$ cat config.mk
export PLATFORM = sky130hd
export DESIGN_NAME = round_robin_thread_scheduler
export DESIGN_NICKNAME = d
export VERILOG_FILES = /design/src/sv/rrts_pkg.sv /design/src/sv/rrts_ctrl.sv /design/src/sv/rrts_datapath.sv /design/src/sv/round_robin_thread_scheduler.sv
export VERILOG_INCLUDE_DIRS = /design/src /design/src/sv
export SDC_FILE = /design/constraint.sdc
export NUM_CORES = 1
export LEC_CHECK = 0
export BUFFER_PORTS_ARGS = -buffer_cell sky130_fd_sc_hd__buf_2
export CORE_MARGIN = 4
export CORE_UTILIZATION = 40
export CTS_BUF_LIST = sky130_fd_sc_hd__clkbuf_16
export CTS_CLUSTER_DIAMETER = 40
export DETAILED_ROUTE_END_ITERATION = 10
export PLACE_DENSITY = 0.65
export SLEW_MARGIN = 20
export SYNTH_ARGS = -nofsm -noshare
export SYNTH_HDL_FRONTEND = slang
export SYNTH_SLANG_ARGS = --single-unit
$ cat constraint.sdc
create_clock -name i_clk -period 10.4 [get_ports i_clk]
set_clock_uncertainty 0.15 [all_clocks]
set_input_delay 0.52 -clock i_clk [delete_from_list [all_inputs] [get_ports i_clk]]
set_output_delay 0.52 -clock i_clk [all_outputs]
set_load 0.05 [all_outputs]
$ cat src/sv/round_robin_thread_scheduler_macros.svh
// ----------------------------------------------------------------------------
// Scheduler assertion macros
// Clocked checks used by the scheduler datapath.
// ----------------------------------------------------------------------------
`ifndef ROUND_ROBIN_THREAD_SCHEDULER_MACROS_SVH
`define ROUND_ROBIN_THREAD_SCHEDULER_MACROS_SVH

// check an implication on every clock edge outside reset
`define RRTS_ASSERT_IMP(lbl, ante, cons, msg) \
    lbl: assert property (@(posedge i_clk) disable iff (!i_rst_n) (ante) |-> (cons)) \
        else $error(msg);

// check an invariant on every clock edge outside reset
`define RRTS_ASSERT_ALWAYS(lbl, cond, msg) \
    lbl: assert property (@(posedge i_clk) disable iff (!i_rst_n) (cond)) \
        else $error(msg);

`endif

$ cat src/sv/rrts_pkg.sv
// ----------------------------------------------------------------------------
// Scheduler package
// Widths, command and status codes, and controller/datapath interface types.
// ----------------------------------------------------------------------------
package rrts_pkg;

    localparam int NUM_SLOTS = 8;
    localparam int ID_W      = 3;
    localparam int CNT_W     = 4;
    localparam int TICK_W    = 32;

    localparam logic [2:0] CMD_CREATE    = 3'd0;
    localparam logic [2:0] CMD_KILL_RUN  = 3'd1;
    localparam logic [2:0] CMD_SLEEP_RUN = 3'd2;
    localparam logic [2:0] CMD_KILL_ID   = 3'd3;
    localparam logic [2:0] CMD_SLEEP_ID  = 3'd4;
    localparam logic [2:0] CMD_TICK      = 3'd5;
    localparam logic [2:0] CMD_SWITCH    = 3'd6;

    localparam logic [1:0] ST_OK         = 2'd0;
    localparam logic [1:0] ST_POOL_EMPTY = 2'd1;
    localparam logic [1:0] ST_RING_EMPTY = 2'd2;
    localparam logic [1:0] ST_NOT_READY  = 2'd3;

    typedef enum logic [3:0] {
        OP_NONE,
        OP_CREATE,
        OP_FAIL,
        OP_REMOVE,
        OP_TICK_INIT,
        OP_TICK_STEP,
        OP_TICK_END,
        OP_SWITCH,
        OP_SELF,
        OP_LINK1,
        OP_LINK2,
        OP_LINK3,
        OP_LINK4,
        OP_PUBLISH
    } t_op;

    typedef struct packed {
        t_op        op;
        logic [1:0] fail_status;
        logic       hold;
    } t_ctrl;

    typedef struct packed {
        logic [2:0] cmd;
        logic       no_free;
        logic       ring_empty;
        logic       x_in_ring;
        logic       tick_end;
        logic       wake_now;
        logic       out_full;
    } t_stat;

endpackage

$ cat src/sv/rrts_ctrl.sv
// ----------------------------------------------------------------------------
// Scheduler controller
// Sequences decode, unlink, ring insertion and the sleeper walk.
// ----------------------------------------------------------------------------
module rrts_ctrl (
    input  logic           i_clk,
    input  logic           i_rst_n,
    input  logic           i_in_valid,
    input  rrts_pkg::t_stat i_stat,
    output rrts_pkg::t_ctrl o_ctrl
);

    typedef enum logic [3:0] {
        S_IDLE, S_DEC, S_TICK, S_SELF, S_LINK1, S_LINK2, S_LINK3, S_LINK4, S_DONE
    } t_state;

    t_state        r_state, n_state;
    logic          r_ret_tick, n_ret_tick;
    logic          r_hold, n_hold;
    rrts_pkg::t_op op;
    logic [1:0]    fail_st;
    t_state        ret_state;

    always_comb begin
        ret_state  = r_ret_tick ? S_TICK : S_DONE;
        n_state    = r_state;
        n_ret_tick = r_ret_tick;
        n_hold     = r_hold;
        op         = rrts_pkg::OP_NONE;
        fail_st    = rrts_pkg::ST_OK;
        unique case (r_state)
            S_IDLE: begin
                if (i_in_valid) begin
                    n_state = S_DEC;
                    n_hold  = 1'b1;
                end
            end
            S_DEC: begin
                n_state = S_DONE;
                unique case (i_stat.cmd) inside
                    rrts_pkg::CMD_CREATE: begin
                        if (i_stat.no_free) begin
                            op      = rrts_pkg::OP_FAIL;
                            fail_st = rrts_pkg::ST_POOL_EMPTY;
                        end else begin
                            op         = rrts_pkg::OP_CREATE;
                            n_state    = S_SELF;
                            n_ret_tick = 1'b0;
                        end
                    end
                    rrts_pkg::CMD_KILL_RUN, rrts_pkg::CMD_SLEEP_RUN: begin
                        if (i_stat.ring_empty) begin
                            op      = rrts_pkg::OP_FAIL;
                            fail_st = rrts_pkg::ST_RING_EMPTY;
                        end else if (!i_stat.x_in_ring) begin
                            op      = rrts_pkg::OP_FAIL;
                            fail_st = rrts_pkg::ST_NOT_READY;
                        end else begin
                            op = rrts_pkg::OP_REMOVE;
                        end
                    end
                    rrts_pkg::CMD_KILL_ID, rrts_pkg::CMD_SLEEP_ID: begin
                        if (!i_stat.x_in_ring) begin
                            op      = rrts_pkg::OP_FAIL;
                            fail_st = rrts_pkg::ST_NOT_READY;
                        end else begin
                            op = rrts_pkg::OP_REMOVE;
                        end
                    end
                    rrts_pkg::CMD_TICK: begin
                        op      = rrts_pkg::OP_TICK_INIT;
                        n_state = S_TICK;
                    end
                    rrts_pkg::CMD_SWITCH: op = rrts_pkg::OP_SWITCH;
                    default: op = rrts_pkg::OP_NONE;
                endcase
            end
            S_TICK: begin
                if (i_stat.tick_end) begin
                    op      = rrts_pkg::OP_TICK_END;
                    n_state = S_DONE;
                end else begin
                    op = rrts_pkg::OP_TICK_STEP;
                    if (i_stat.wake_now) begin
                        n_state    = S_SELF;
                        n_ret_tick = 1'b1;
                    end
                end
            end
            S_SELF: begin
                op      = rrts_pkg::OP_SELF;
                n_state = S_LINK1;
            end
            S_LINK1: begin
                op      = rrts_pkg::OP_LINK1;
                n_state = i_stat.ring_empty ? ret_state : S_LINK2;
            end
            S_LINK2: begin
                op      = rrts_pkg::OP_LINK2;
                n_state = S_LINK3;
            end
            S_LINK3: begin
                op      = rrts_pkg::OP_LINK3;
                n_state = S_LINK4;
            end
            S_LINK4: begin
                op      = rrts_pkg::OP_LINK4;
                n_state = ret_state;
            end
            S_DONE: begin
                if (!i_stat.out_full) begin
                    op      = rrts_pkg::OP_PUBLISH;
                    n_state = S_IDLE;
                    n_hold  = 1'b0;
                end
            end
            default: n_state = S_IDLE;
        endcase
    end

    always_ff @(posedge i_clk) begin
        if (!i_rst_n) begin
            r_state    <= S_IDLE;
            r_ret_tick <= 1'b0;
            r_hold     <= 1'b0;
        end else begin
            r_state    <= n_state;
            r_ret_tick <= n_ret_tick;
            r_hold     <= n_hold;
        end
    end

    assign o_ctrl.op          = op;
    assign o_ctrl.fail_status = fail_st;
    assign o_ctrl.hold        = r_hold;

endmodule

$ cat src/sv/rrts_datapath.sv
// ----------------------------------------------------------------------------
// Scheduler datapath
// Ready ring links, slot pool, sleeper queue and the result register.
// ----------------------------------------------------------------------------
`include "round_robin_thread_scheduler_macros.svh"

module rrts_datapath (
    input  logic            i_clk,
    input  logic            i_rst_n,
    input  rrts_pkg::t_ctrl i_ctrl,
    output rrts_pkg::t_stat o_stat,
    input  logic [2:0]      i_command,
    input  logic [2:0]      i_target_id,
    input  logic [31:0]     i_sleep_ticks,
    input  logic            i_out_stall,
    output logic            o_out_valid,
    output logic [1:0]      o_status,
    output logic [2:0]      o_new_id,
    output logic [2:0]      o_running_id,
    output logic [2:0]      o_ready_total,
    output logic [2:0]      o_free_total,
    output logic [2:0]      o_woken_total
);

    localparam int N   = rrts_pkg::NUM_SLOTS;
    localparam int IW  = rrts_pkg::ID_W;
    localparam int CW  = rrts_pkg::CNT_W;
    localparam int TW  = rrts_pkg::TICK_W;

    logic [IW-1:0] r_nxt [N];
    logic [IW-1:0] r_prv [N];
    logic [TW-1:0] r_rem [N];
    logic [IW-1:0] r_q   [N];
    logic [N-1:0]  r_used, r_sleep;
    logic [CW-1:0] r_qcnt, r_idx, r_kept;
    logic [IW-1:0] r_rcnt, r_run, r_head, r_node, r_a, r_t, r_p;
    logic [2:0]    r_cmd;
    logic [IW-1:0] r_tgt;
    logic [TW-1:0] r_ticks;
    logic [1:0]    r_status;
    logic [IW-1:0] r_new, r_woken;
    logic          r_out_valid;
    logic [1:0]    r_o_status;
    logic [IW-1:0] r_o_new, r_o_run, r_o_ready, r_o_free, r_o_woken;

    logic [IW-1:0] x_sel, free_slot, s_cur;
    logic [CW-1:0] free_cnt;
    logic          no_free, x_in_ring, wake, is_sleep, is_kill;

    always_comb begin
        is_sleep = (r_cmd == rrts_pkg::CMD_SLEEP_RUN) || (r_cmd == rrts_pkg::CMD_SLEEP_ID);
        is_kill  = (r_cmd == rrts_pkg::CMD_KILL_RUN) || (r_cmd == rrts_pkg::CMD_KILL_ID);
        x_sel    = ((r_cmd == rrts_pkg::CMD_KILL_RUN) || (r_cmd == rrts_pkg::CMD_SLEEP_RUN))
                   ? r_run : r_tgt;
        x_in_ring = (x_sel != '0) && r_used[x_sel] && !r_sleep[x_sel];
        free_slot = '0;
        for (int i = N-1; i >= 1; i--) begin
            if (!r_used[i]) free_slot = IW'(i);
        end
        no_free  = (free_slot == '0);
        free_cnt = '0;
        for (int i = 0; i < N; i++) begin
            free_cnt = free_cnt + CW'(!r_used[i]);
        end
        s_cur = r_q[r_idx[IW-1:0]];
        wake  = (r_rem[s_cur] <= TW'(1));
    end

    assign o_stat.cmd        = r_cmd;
    assign o_stat.no_free    = no_free;
    assign o_stat.ring_empty = (r_rcnt == '0);
    assign o_stat.x_in_ring  = x_in_ring;
    assign o_stat.tick_end   = (r_idx == r_qcnt);
    assign o_stat.wake_now   = wake;
    assign o_stat.out_full   = r_out_valid && i_out_stall;

    always_ff @(posedge i_clk) begin
        if (!i_rst_n) begin
            for (int i = 0; i < N; i++) begin
                r_nxt[i] <= IW'(i);
                r_prv[i] <= IW'(i);
            end
            r_used      <= N'(1);
            r_sleep     <= '0;
            r_qcnt      <= '0;
            r_rcnt      <= '0;
            r_run       <= '0;
            r_head      <= '0;
            r_idx       <= '0;
            r_kept      <= '0;
            r_out_valid <= 1'b0;
        end else begin
            r_out_valid <= (i_ctrl.op == rrts_pkg::OP_PUBLISH) || (r_out_valid && i_out_stall);
            case (i_ctrl.op)
                rrts_pkg::OP_CREATE: begin
                    r_used[free_slot] <= 1'b1;
                    r_node            <= free_slot;
                end
                rrts_pkg::OP_SELF: begin
                    r_nxt[r_node] <= r_node;
                    r_prv[r_node] <= r_node;
                end
                rrts_pkg::OP_LINK1: begin
                    if (r_rcnt == '0) begin
                        r_head       <= r_node;
                        r_nxt[r_run] <= r_node;
                        r_prv[r_run] <= r_node;
                        r_rcnt       <= r_rcnt + IW'(1);
                    end else begin
                        r_a <= r_nxt[r_run];
                    end
                end
                rrts_pkg::OP_LINK2: r_t <= r_prv[r_a];
                rrts_pkg::OP_LINK3: r_p <= r_prv[r_t];
                rrts_pkg::OP_LINK4: begin
                    r_nxt[r_node] <= r_t;
                    r_prv[r_node] <= r_p;
                    r_prv[r_t]    <= r_node;
                    r_nxt[r_p]    <= r_node;
                    r_rcnt        <= r_rcnt + IW'(1);
                end
                rrts_pkg::OP_REMOVE: begin
                    if (r_rcnt > IW'(1)) begin
                        r_nxt[r_prv[x_sel]] <= r_nxt[x_sel];
                        r_prv[r_nxt[x_sel]] <= r_prv[x_sel];
                        if (x_sel == r_head) r_head <= r_nxt[x_sel];
                    end else begin
                        r_nxt[r_run] <= '0;
                        r_nxt[0]     <= '0;
                        r_prv[0]     <= '0;
                        r_nxt[x_sel] <= '0;
                        r_head       <= '0;
                    end
                    r_rcnt <= r_rcnt - IW'(1);
                    if (is_kill) r_used[x_sel] <= 1'b0;
                    if (is_sleep) begin
                        r_sleep[x_sel] <= 1'b1;
                        if (r_qcnt < CW'(N)) r_qcnt <= r_qcnt + CW'(1);
                    end
                end
                rrts_pkg::OP_TICK_INIT: begin
                    r_idx  <= '0;
                    r_kept <= '0;
                end
                rrts_pkg::OP_TICK_STEP: begin
                    r_idx <= r_idx + CW'(1);
                    if (wake) begin
                        r_sleep[s_cur] <= 1'b0;
                        r_node         <= s_cur;
                    end else begin
                        r_kept <= r_kept + CW'(1);
                    end
                end
                rrts_pkg::OP_TICK_END: r_qcnt <= r_kept;
                rrts_pkg::OP_SWITCH:   r_run  <= r_nxt[r_run];
                default: ;
            endcase
        end
    end

    always_ff @(posedge i_clk) begin
        if (!i_ctrl.hold) begin
            r_cmd    <= i_command;
            r_tgt    <= i_target_id;
            r_ticks  <= i_sleep_ticks;
            r_status <= rrts_pkg::ST_OK;
            r_new    <= '0;
            r_woken  <= '0;
        end
        case (i_ctrl.op)
            rrts_pkg::OP_FAIL:   r_status <= i_ctrl.fail_status;
            rrts_pkg::OP_CREATE: r_new    <= free_slot;
            rrts_pkg::OP_REMOVE: begin
                if (is_sleep) begin
                    r_rem[x_sel] <= r_ticks;
                    if (r_qcnt < CW'(N)) r_q[r_qcnt[IW-1:0]] <= x_sel;
                end
            end
            rrts_pkg::OP_TICK_STEP: begin
                if (wake) begin
                    r_rem[s_cur] <= '0;
                    r_woken      <= r_woken + IW'(1);
                end else begin
                    r_rem[s_cur]           <= r_rem[s_cur] - TW'(1);
                    r_q[r_kept[IW-1:0]]    <= s_cur;
                end
            end
            rrts_pkg::OP_PUBLISH: begin
                r_o_status <= r_status;
                r_o_new    <= r_new;
                r_o_run    <= r_run;
                r_o_ready  <= r_rcnt;
                r_o_free   <= free_cnt[IW-1:0];
                r_o_woken  <= r_woken;
            end
            default: ;
        endcase
    end

    assign o_out_valid   = r_out_valid;
    assign o_status      = r_o_status;
    assign o_new_id      = r_o_new;
    assign o_running_id  = r_o_run;
    assign o_ready_total = r_o_ready;
    assign o_free_total  = r_o_free;
    assign o_woken_total = r_o_woken;

    `RRTS_ASSERT_ALWAYS(a_idle_used, r_used[0], "idle slot released")
    `RRTS_ASSERT_IMP(a_empty_head, r_rcnt == '0, r_head == '0, "empty ring with live head")
    `RRTS_ASSERT_ALWAYS(a_sleep_used, (r_sleep & ~r_used) == '0, "sleeper in free slot")
    `RRTS_ASSERT_IMP(a_qcnt_sleep, i_ctrl.hold == 1'b0, r_qcnt == CW'($countones(r_sleep)),
        "sleeper count out of step")

endmodule

$ cat src/sv/round_robin_thread_scheduler.sv
// ----------------------------------------------------------------------------
// Round-robin thread scheduler
// Ready ring of threads with a FIFO of sleepers counted down by ticks.
// ----------------------------------------------------------------------------
//  channel  | direction | handshake                  | word
//  input    | in        | i_in_valid / o_in_stall    | command, target_id, sleep_ticks
//  output   | out       | o_out_valid / i_out_stall  | status, new_id, running_id, totals
//
//  One command at a time: decode, then done; create goes through the self-link
//  and LINK1 to LINK4 (LINK1 only into an empty ring), tick walks each sleeper
//  and re-links each woken thread alike; ring insertion uses the link registers.
//  A finished word waits in the output register; the next command is taken
//  meanwhile and holds in its last cycle until that register frees.
//  Synchronous active-low reset; ready ring empty, only the idle slot in use.
// ----------------------------------------------------------------------------
module round_robin_thread_scheduler (
    input  logic        i_clk,
    input  logic        i_rst_n,
    input  logic        i_in_valid,
    output logic        o_in_stall,
    input  logic [2:0]  i_command,
    input  logic [2:0]  i_target_id,
    input  logic [31:0] i_sleep_ticks,
    output logic        o_out_valid,
    input  logic        i_out_stall,
    output logic [1:0]  o_status,
    output logic [2:0]  o_new_id,
    output logic [2:0]  o_running_id,
    output logic [2:0]  o_ready_total,
    output logic [2:0]  o_free_total,
    output logic [2:0]  o_woken_total
);

    rrts_pkg::t_ctrl ctrl;
    rrts_pkg::t_stat stat;

    rrts_ctrl u_ctrl (
        .i_clk      (i_clk),
        .i_rst_n    (i_rst_n),
        .i_in_valid (i_in_valid),
        .i_stat     (stat),
        .o_ctrl     (ctrl)
    );

    rrts_datapath u_dp (
        .i_clk         (i_clk),
        .i_rst_n       (i_rst_n),
        .i_ctrl        (ctrl),
        .o_stat        (stat),
        .i_command     (i_command),
        .i_target_id   (i_target_id),
        .i_sleep_ticks (i_sleep_ticks),
        .i_out_stall   (i_out_stall),
        .o_out_valid   (o_out_valid),
        .o_status      (o_status),
        .o_new_id      (o_new_id),
        .o_running_id  (o_running_id),
        .o_ready_total (o_ready_total),
        .o_free_total  (o_free_total),
        .o_woken_total (o_woken_total)
    );

    assign o_in_stall = ctrl.hold;

endmodule
==> results of run 1 <==
power by group through the flow:
stage / sequential (mW) / clock [mW] / combinational (mW)
after global placement: 2.33 / 0 / 0.949
final: 2.30 / 2.52 / 0.997
after global routing: 2.30 / 2.63 / 1.08
after CTS: 2.29 / 2.55 / 0.983
after detailed placement: 2.33 / 0 / 0.966
after floorplan: 2.31 / 0 / 0.645
tightest hold or removal path, stage by stage:
cell	delay [ns]
buf_2	0.10
nand2_1	0.13
a21oi_1	0.08
registers in the layout, summed over array words and instances, names as in the netlist, 7 cells and up, named ones only:
register      count
u_dp.r_rem      256
u_dp.r_sleep      7
u_dp.r_ticks     32
u_dp.r_prv       24
u_dp.r_nxt       24
u_dp.r_q         24
u_dp.r_used       8
cell usage after synthesis, types with 19 or more instances:
library cell / count
edfxtp_1: 400
nand2_1: 203
nor2_1: 116
mux2i_1: 71
a21oi_1: 65
dfxtp_1: 49
nand3_1: 49
clkbuf_1: 47
inv_1: 34
o21ai_0: 33
nor3_1: 29
o31ai_1: 28
mux4_2: 27
a221oi_1: 26
a22o_1: 25
a32oi_1: 25
a31oi_1: 23
buf_2: 23
xor2_1: 22
a22oi_1: 21
mux2_2: 21
o22ai_1: 19
layout by cell type, fill, tap and decap left out, drive strengths merged, types with 49 or more instances in the layout:
master,netlist,layout
edfxtp,400,400
nand2,206,206
nor2,121,121
buf,44,88
clkbuf,47,76
mux2i,72,72
a21oi,71,71
inv,34,60
nand3,52,52
o21ai,51,51
dfxtp,49,49
final cells by class:
type,count,area (um^2),area share [%]
Clock buffer,76,1902,7.533
Multi-Input combinational cell,1107,7779,30.81
Sequential cell,449,12990,51.46
Tap cell,688,860.8,3.410
Inverter,34,127.6,0.5055
Timing Repair Buffer,126,890.9,3.529
Clock inverter,57,693.2,2.746
logic make-up after synthesis:
| logic type | after synthesis | synth area share (%) |
|---|---|---|
| flip-flops | 449 | 61.04 |
| AND/OR/NAND/NOR | 527 | 11.86 |
| multiplexers | 132 | 8.059 |
| buffers and inverters | 125 | 2.833 |
| XOR/XNOR | 39 | 1.675 |
| AO/OA/AOI/OAI | 393 | 13.46 |
| adder cells (fa/ha/maj) | 16 | 1.070 |
how the worst max path moves through the flow:
stage	slack, ns	from	to	cells after the start
2_1_floorplan	4.86	u_dp.r_cmd[1]	u_dp.r_rem[3][0]	10
3_3_place_gp	4.54	flop	u_dp.r_rem[0][17]	12
3_5_place_dp	4.27	flop	u_dp.r_rem[5][8]	11
4_1_cts	4.23	flop	u_dp.r_rem[4][8]	11
5_1_grt	4.05	flop	u_dp.r_rem[2][14]	12
6_report	4.30	flop	u_dp.r_rem[7][17]	12
routing by layer:
metal	track usage [%]	part of all wire, %
met2	32.83	47
met1	28.01	41
met3	4.142	9.1
met5	0	0
met4	8.478	3.5
what timing repair did:
item                                   in CTS  in global routing
gates resized for setup                     0                  0
hold buffers                               38                  0
endpoints found under the hold margin      38                  0
buffers inserted                            0                  0
==> results.json, run 1 <==
{
  "synth_area_mm2": 0.02129,
  "worstSetupEndpointType": "flop",
  "globalRouteOverflowTotal": 0,
  "power.total_mw": 5.809,
  "dr.pass1.iters": 7,
  "fp.coreArea_mm2": 0.05266,
  "synthTopCellsByArea": "edfxtp_1 (56%), dfxtp_1 (4.6%), nand2_1 (3.6%), mux2i_1 (3.3%), mux4_2 (2.9%)",
  "hp-start": "i_out_stall",
  "grt_pass1_wl_um": 91090,
  "n_antenna_cell": 0,
  "cp_slowest_cell": "mux4_4",
  "worstRegToRegCells": 12,
  "wl_per_cell_um": 23.72,
  "crit_type": "reg2reg",
  "pre_cts_ws_ns": 4.272,
  "drt_iter0_drc": 1707,
  "max_slew.worst_pin.slew_ns": 1.014,
  "cp_slowest_stage_delay_ns": 0.92,
  "cp.required_ns": 10.67,
  "reg2reg_slack_ns": 4.30,
  "power_frac_clock_pct": 43.3,
  "crit_chain": "mux2_2 -> mux4_4 -> buf_4 -> nor2_1 -> a221oi_1 -> o22a_1 -> nand2_1 -> nor3_1 -> and4_1 -> nor2_2 -> buf_4 -> a32o_1",
  "final_util_pct": 47.94,
  "path_buf_inv": 2,
  "yosysWarnings": 0,
  "synth.distinct_cells": 95,
  "fmax_ghz": 0.1639,
  "hold_viol": 0,
  "numPortBuffers": 60,
  "setup_viol": 0,
  "fillers": 4534,
  "crit_fanout": 40,
  "cts_tree": "built",
  "io_pins": 61,
  "clock_latency_ns": 0.62,
  "yosysSeqAreaShare_pct": 61.04,
  "cts_buffers": 73,
  "synth_edf_count": 400,
  "synth_top_area_cell": "edfxtp_1",
  "num_vias": 15239,
  "syn_nets": 1738,
  "fin_crit_sh_pct": 58.68,
  "period_needed_ns": 6.103,
  "cts_max_level": 3,
  "synth_top_area_share_pct": 56.43,
  "drv_slew": 0,
  "gp_congestion": 0.9564,
  "stdcell_count": 2537,
  "netlist_instances": 1681,
  "hold_depth": 3,
  "vias_per_cell": 6.007,
  "finish.net_count": 1848,
  "rr_endpoint": "u_dp.r_rem[7][17]",
  "p_sw_mw": 1.766,
  "grt_pass1_vias": 15119,
  "wirelength_um": 60190,
  "drc": 0,
  "p_int_mw": 4.043,
  "clock_path_buffers": 3,
  "die-area_mm2": 0.05697,
  "drive_gt1_share_pct": 17.79,
  "startpoint_type": "flop",
  "cap_violations": 0,
  "place_inst": 2366,
  "setup-tns-final_ns": 0,
  "swShare_pct": 30.39,
  "fp-row-count": 84,
  "slew_headroom_pct": 32.38,
  "place_area_mm2": 0.02226,
  "leakage_nw": 8.639,
  "fin_ws_ns": 4.297,
  "die_w_um": 238.7,
  "cts_sinks": 449,
  "critPathTopFamily": "simple AND/OR/NAND/NOR gates",
  "holdCritPathClass": "in2reg",
  "status": "complete, no violations",
  "synth.avg_cell_area_um2": 12.66,
  "synth_top_flop_cell": "edfxtp_1",
  "grt_max_degree": 53,
  "ant_nets": 0,
  "die_h_um": 238.7,
  "antenna_found_initial": 0,
  "start_util_pct": 40.42,
  "pwr-share-seq_pct": 39.5,
  "path_common_cell": "buf_4",
  "grt_usage_pct": 20.68,
  "area_growth_pct": 18.60,
  "crit_arrival_ns": 6.37,
  "synth_seq_cells": 449,
  "synthArstFlopShare_pct": 0,
  "clkSlewWorstSetupHoldPaths_ns": 0.05,
  "cts-root-buf": "clkbuf_16",
  "power_frac_comb_pct": 17.2,
  "vdd_drop_max_mv": 0.1265,
  "whs_endpoint": "u_dp.o_out_valid",
  "rsz0062_at_grt": "no",
  "holdWs_ns": 0.1386,
  "power_density_mw_per_mm2": 230.1,
  "postLayoutCellArea_mm2": 0.02525,
  "hpwl_um": 38180
}
(Power assumes the default switching activity.)
==> run 2, diff against run 1 <==
ABC_AREA = 1   (was not set)
PLACE_DENSITY = 0.67   (was 0.65)
clock period = 5 ns   (was 10.4 ns; I/O delays follow)
==> results.json, run 2 <==
{
  "wl_met2_um": 28240,
  "place_inst": 2863,
  "cts_tree": "built",
  "grt_usage_pct": 20.84,
  "rsz0062_at_grt": "no",
  "clkSlewWorstSetupHoldPaths_ns": 0.06,
  "status": "complete, no violations",
  "numPortBuffers": 60,
  "clock_path_buffers": 3,
  "die-area_mm2": 0.05666,
  "cts_max_level": 3,
  "ant_nets": 0,
  "cp_slowest_stage_delay_ns": 0.67,
  "layout_common_cells": "nand2_1 (463), edfxtp_1 (400), nor2_1 (246), inv_1 (221)",
  "synth_area_mm2": 0.02117,
  "period_needed_ns": 4.645,
  "fp-row-count": 84,
  "rr_endpoint": "u_dp.r_rem[7][2]",
  "largest_reg_flops": 256,
  "globalRouteOverflowTotal": 0,
  "reg_top3": "u_dp.r_rem (256), u_dp.r_ticks (32)",
  "start_util_pct": 40.36,
  "fmax_ghz": 0.2153,
  "num_vias": 16684,
  "synth_common_cells": "nand2_1 (465), edfxtp_1 (400), nor2_1 (254), inv_1 (216), o21ai_0 (108)",
  "grt_pass1_wl_um": 92550,
  "synth_top_area_cell": "edfxtp_1",
  "drt-met1-wl_um": 25310,
  "syn_nets": 2169,
  "power_density_mw_per_mm2": 389.7,
  "slew_headroom_pct": 30.50,
  "wl_per_cell_um": 19.84,
  "postLayoutCellArea_mm2": 0.02547,
  "drive_gt1_share_pct": 13.76,
  "vdd_drop_max_mv": 0.2368,
  "stdcell_count": 3035,
  "max_slew.worst_pin.slew_ns": 1.042,
  "cts_buffers": 71,
  "crit_fanout": 25,
  "cp.required_ns": 5.13,
  "setup_viol": 0,
  "drv_slew": 0,
  "crit_type": "reg2reg",
  "endpoint": "u_dp.r_rem[7][2]",
  "dr.pass1.iters": 6,
  "finish.net_count": 2347,
  "holdCritPathClass": "in2reg",
  "die_h_um": 238.0,
  "vias_per_cell": 5.497,
  "leakage_nw": 9.538,
  "reg2reg_slack_ns": 0.36,
  "highest_layer": "met4",
  "drc": 0,
  "path_buf_inv": 4,
  "setup-tns-final_ns": 0,
  "synth.distinct_cells": 58,
  "area_growth_pct": 20.33,
  "place_area_mm2": 0.02255,
  "hpwl_um": 40470,
  "cts_sinks": 449,
  "fin_crit_sh_pct": 92.89,
  "mostFrequentLayoutCell": "nand2_1",
  "yosysMostFrequentCell": "nand2_1",
  "hold_viol": 0,
  "worstSetupEndpointType": "flop",
  "io_pins": 61,
  "die_w_um": 238.0,
  "synth_top_area_share_pct": 56.74,
  "clock_latency_ns": 0.61,
  "synthTopCellsByArea": "edfxtp_1 (57%), nand2_1 (8.2%), dfxtp_1 (4.6%), nor2_1 (4.5%), inv_1 (3.8%)",
  "cts-root-buf": "clkbuf_16",
  "cap_violations": 0,
  "startpoint_type": "flop",
  "synth_seq_cells": 449,
  "n_antenna_cell": 0,
  "crit_chain": "nor2_1 -> nor2_1 -> nand2_1 -> o21ai_1 -> inv_1 -> nand2_1 -> o21ai_4 -> nor3_4 -> a22o_1 -> inv_1 -> nand4_1 -> inv_1 -> ha_1 -> or2_2 -> nand4_1 -> nor2_1 -> nand2_1 -> nor2_2 -> nand3_4 -> nand2_4 -> buf_12 -> o21ai_0",
  "synth_edf_count": 400,
  "antenna_found_initial": 1,
  "synthArstFlopShare_pct": 0,
  "critPathTopFamily": "simple AND/OR/NAND/NOR gates",
  "grt_max_degree": 52,
  "postCtsSetupRepairBufs": 0,
  "cp_slowest_cell": "o21ai_0",
  "yosysSeqAreaShare_pct": 61.38,
  "crit_arrival_ns": 4.77,
  "holdWs_ns": 0.2036,
  "wirelength_um": 60230,
  "drt_iter0_drc": 1792,
  "gp_congestion": 0.9745,
  "fp.coreArea_mm2": 0.05245,
  "netlist_instances": 2112,
  "worstRegToRegCells": 22,
  "yosysWarnings": 0,
  "worst-path-stages": 22,
  "synth_top_flop_cell": "edfxtp_1",
  "synth.avg_cell_area_um2": 10.02,
  "regMostFlops": "u_dp.r_rem",
  "grt_pass1_vias": 16207,
  "dr_wl_met3_um": 4984
}
==> run 2: stage by stage <==
step                      setup WS (ns)  util [%]  total power [mW]
final                            0.3554     48.57             9.928
after detailed placement         0.2432     43.00             5.052
after global placement           0.3317     43.00             5.033
after CTS                        0.1891     48.42             9.982
after floorplan                  0.3732         -             4.790
after global routing            0.01778     48.57             10.24
==> run 2: kinds of logic (layout without fill, tap and decap cells) <==
logic type      count (synthesis)  count (layout)  share of synthesized area [%]
simple gates                  939             939                          19.09
flops                         449             449                          61.38
compound gates                383             383                          11.31
buf+inv                       292             527                          5.781
xor+xnor                       34              34                          1.407
fa+ha+maj                      15              15                          1.028
==> run 2: worst min path at each step <==
stage,start,endpoint,slack [ns],cells past startpoint
after detailed placement,u_dp.r_status[0],u_dp.o_status[0],0.25,0
after CTS,i_sleep_ticks[9],u_dp.r_ticks[9],0.18,2
after floorplan,i_command[0],u_dp.r_cmd[0],0.20,0
after global routing,i_sleep_ticks[15],u_dp.r_ticks[15],0.19,2
final,i_sleep_ticks[18],u_dp.r_ticks[18],0.20,2
after global placement,u_dp.r_status[0],u_dp.o_status[0],0.25,0
==> run 2: where the power goes <==
part,internal (mW),switching (mW),leakage [nW]
registers,4.24,0.0419,4.03
clock network,3.02,1.88,1.18
logic,0.205,0.540,4.33
==> run 2: final cells by class <==
type	count	area [um^2]
fillers	4641	26970
flip-flops and latches	449	12990
multi-input cells	1371	7062
clock buffers	72	1802
repair buffers	159	1236
inverters	238	900.9
well taps	688	860.8
clock inverters	58	616.8
==> run 2: metal layers <==
metal	vias to the layer above	GRT usage, %
li1	7748	-
met1	7993	28.33
met2	805	33.86
met3	138	4.080
met4	0	6.878
met5	-	0
==> run 2: what timing repair did <==
action,CTS,global route
gates resized for setup,0,27
hold endpoints to repair,43,0
hold buffers,42,0
setup endpoints to repair,0,541
==> run 3, diff against run 2 <==
GPL_TIMING_DRIVEN = 0   (was not set)
==> results.json, run 3 (same netlist as run 2, synthesis figures left out) <==
{
  "crit_type": "reg2reg",
  "crit_arrival_ns": 4.86,
  "postLayoutCellArea_mm2": 0.02573,
  "wl_per_cell_um": 20.76,
  "power_density_mw_per_mm2": 376.2,
  "fin_crit_sh_pct": 94.69,
  "pwr-share-seq_pct": 44.3,
  "grt_pass1_wl_um": 95280,
  "power_frac_comb_pct": 7.8,
  "crit_fanout": 10,
  "power_frac_clock_pct": 47.9,
  "hold_viol": 0,
  "hpwl_um": 44440,
  "p_int_mw": 7.245,
  "p_sw_mw": 2.433,
  "startpoint_type": "flop",
  "vias_per_cell": 5.541,
  "drc": 0,
  "wirelength_um": 63230,
  "setup_viol": 0,
  "rsz0062_at_grt": "no",
  "leakage_nw": 9.552,
  "ant_nets": 0,
  "die-area_mm2": 0.05666,
  "status": "complete, no violations",
  "drive_gt1_share_pct": 14.21,
  "cts_buffers": 68,
  "place_area_mm2": 0.02277,
  "clock_latency_ns": 0.62,
  "fp.coreArea_mm2": 0.05245,
  "slew_headroom_pct": 32.15,
  "mostFrequentLayoutCell": "nand2_1",
  "grt_pass1_vias": 16273,
  "max_slew.worst_pin.slew_ns": 1.010,
  "start_util_pct": 40.36,
  "clkSlewWorstSetupHoldPaths_ns": 0.05,
  "multi_input_area_mm2": 0.007134,
  "die_w_um": 238.0,
  "final_util_pct": 49.06,
  "dr.pass1.iters": 7,
  "cp.required_ns": 5.13,
  "worstSetupEndpointType": "flop",
  "vdd_drop_max_mv": 0.2963,
  "area_growth_pct": 21.54,
  "cap_violations": 0,
  "num_vias": 16879,
  "layout_common_cells": "nand2_1 (463), edfxtp_1 (400), nor2_1 (244), inv_1 (219), a21oi_1 (102)",
  "gp_congestion": 0.9600,
  "period_needed_ns": 4.734,
  "cts_max_level": 3,
  "io_pins": 61,
  "clock_path_buffers": 3,
  "cts_sinks": 449,
  "whs_endpoint": "u_dp.r_ticks[18]",
  "grt_usage_pct": 21.84,
  "grt_max_degree": 33,
  "cts_tree": "built",
  "finish.net_count": 2363,
  "hp-start": "i_sleep_ticks[18]",
  "numPortBuffers": 59,
  "n_antenna_cell": 0,
  "swShare_pct": 25.14,
  "hold_depth": 2,
  "holdCritPathClass": "in2reg",
  "reg_top3": "u_dp.r_rem (256), u_dp.r_ticks (32)",
  "drt_iter0_drc": 1662,
  "rr_endpoint": "u_dp.r_q[4][1]",
  "holdWs_ns": 0.2024,
  "fillers": 4617,
  "cts-root-buf": "clkbuf_16",
  "globalRouteOverflowTotal": 0,
  "register_area_mm2": 0.01299,
  "antenna_found_initial": 1,
  "reg2reg_slack_ns": 0.27,
  "largest_reg_flops": 256,
  "fp-row-count": 84,
  "regMostFlops": "u_dp.r_rem",
  "fmax_ghz": 0.2112,
  "worstRegToRegCells": 25,
  "drv_slew": 0,
  "setup-tns-final_ns": 0,
  "die_h_um": 238.0
}
-- run 3: changes by cell type in the layout (fill, tap and decap cells not counted), moves of 4 or more --
cell,previous run,this run
o21ai_2,3,24
buf_16,0,12
clkbuf_1,0,22
buf_2,60,72
buf_6,5,12
o21ai_0,101,79
buf_4,45,7
inv_4,3,7
buf_12,4,8
-- run 3: area by class of cell --
type / count / area share, %
sequential: 449 / 50.51
clock inverter: 53 / 2.077
clock buffer: 69 / 6.711
inverter: 238 / 3.545
multi-input combinational: 1371 / 27.73
tap: 688 / 3.346
buffer: 52 / 1.221
timing repair buffer: 126 / 4.863
-- run 3: through the flow --
stage / total power [mW] / instances / worst slack, ns
final: 9.678 / 3046 / 0.2656
after global routing: 9.985 / 3046 / 0.002345
after CTS: 9.712 / 3040 / 0.002290
after detailed placement: 5.055 / 2874 / -0.7940
after global placement: 5.021 / 2859 / -2.057
after floorplan: 4.790 / 2112 / 0.3732
-- run 3: worst max-delay path, cell delays in order, from the launching register on --
cell      delay (ns)
dfxtp_1         0.32
buf_2           0.21
o21ai_1         0.09
o21ai_1         0.14
inv_1           0.10
o21ai_4         0.34
nand3_2         0.33
inv_4           0.25
buf_6           0.21
nand2_1         0.07
nand2_1         0.07
a221oi_1        0.04
nand2_1         0.19
inv_2           0.09
ha_2            0.23
or2_2           0.29
nand4_1         0.09
nor2_1          0.05
nand2_1         0.10
nor2_4          0.06
nand3_4         0.13
nand2_4         0.11
buf_6           0.17
nand2_1         0.05
nand3_1         0.19
nor2_1          0.31
-- run 3: repair_timing --
action | in CTS | in global routing
endpoints found under the hold margin | 43 | 0
resized for setup | 43 | 24
buffers inserted | 2 | 8
setup endpoints to repair | 307 | 481
hold buffers | 42 | 0
pin swaps | 1 | 7
-- run 3: routing by layer --
metal  track usage, %  vias up  share of wire, %  routed length, um
met5                0        -                 0                  0
met3            4.311      146               8.2               5214
li1                 -     7767                 -                  -
met1            29.56     8151                42              26410
met4            7.845        0               3.3               2069
met2            35.32      815                47              29540
-- run 3: worst max-delay path by stage --
stage	start	to	slack [ns]
2_1_floorplan	u_dp.o_out_valid	u_dp.r_rem[0][0]	0.37
3_3_place_gp	u_ctrl.r_state[0]	u_dp.r_rem[5][4]	-2.06
3_5_place_dp	flop	u_dp.r_q[4][2]	-0.79
4_1_cts	flop	u_dp.r_rem[5][22]	0.002
5_1_grt	flop	u_dp.r_q[4][2]	0.002
6_report	flop	u_dp.r_q[4][1]	0.27
-- run 3: power groups by stage --
stage               Sequential [mW]  Clock [mW]  Combinational [mW]
floorplan                      4.37           0               0.419
global placement               4.36           0               0.660
detailed placement             4.36           0               0.696
CTS                            4.28        4.69               0.735
global route                   4.29        4.87               0.824
finish                         4.28        4.64               0.757
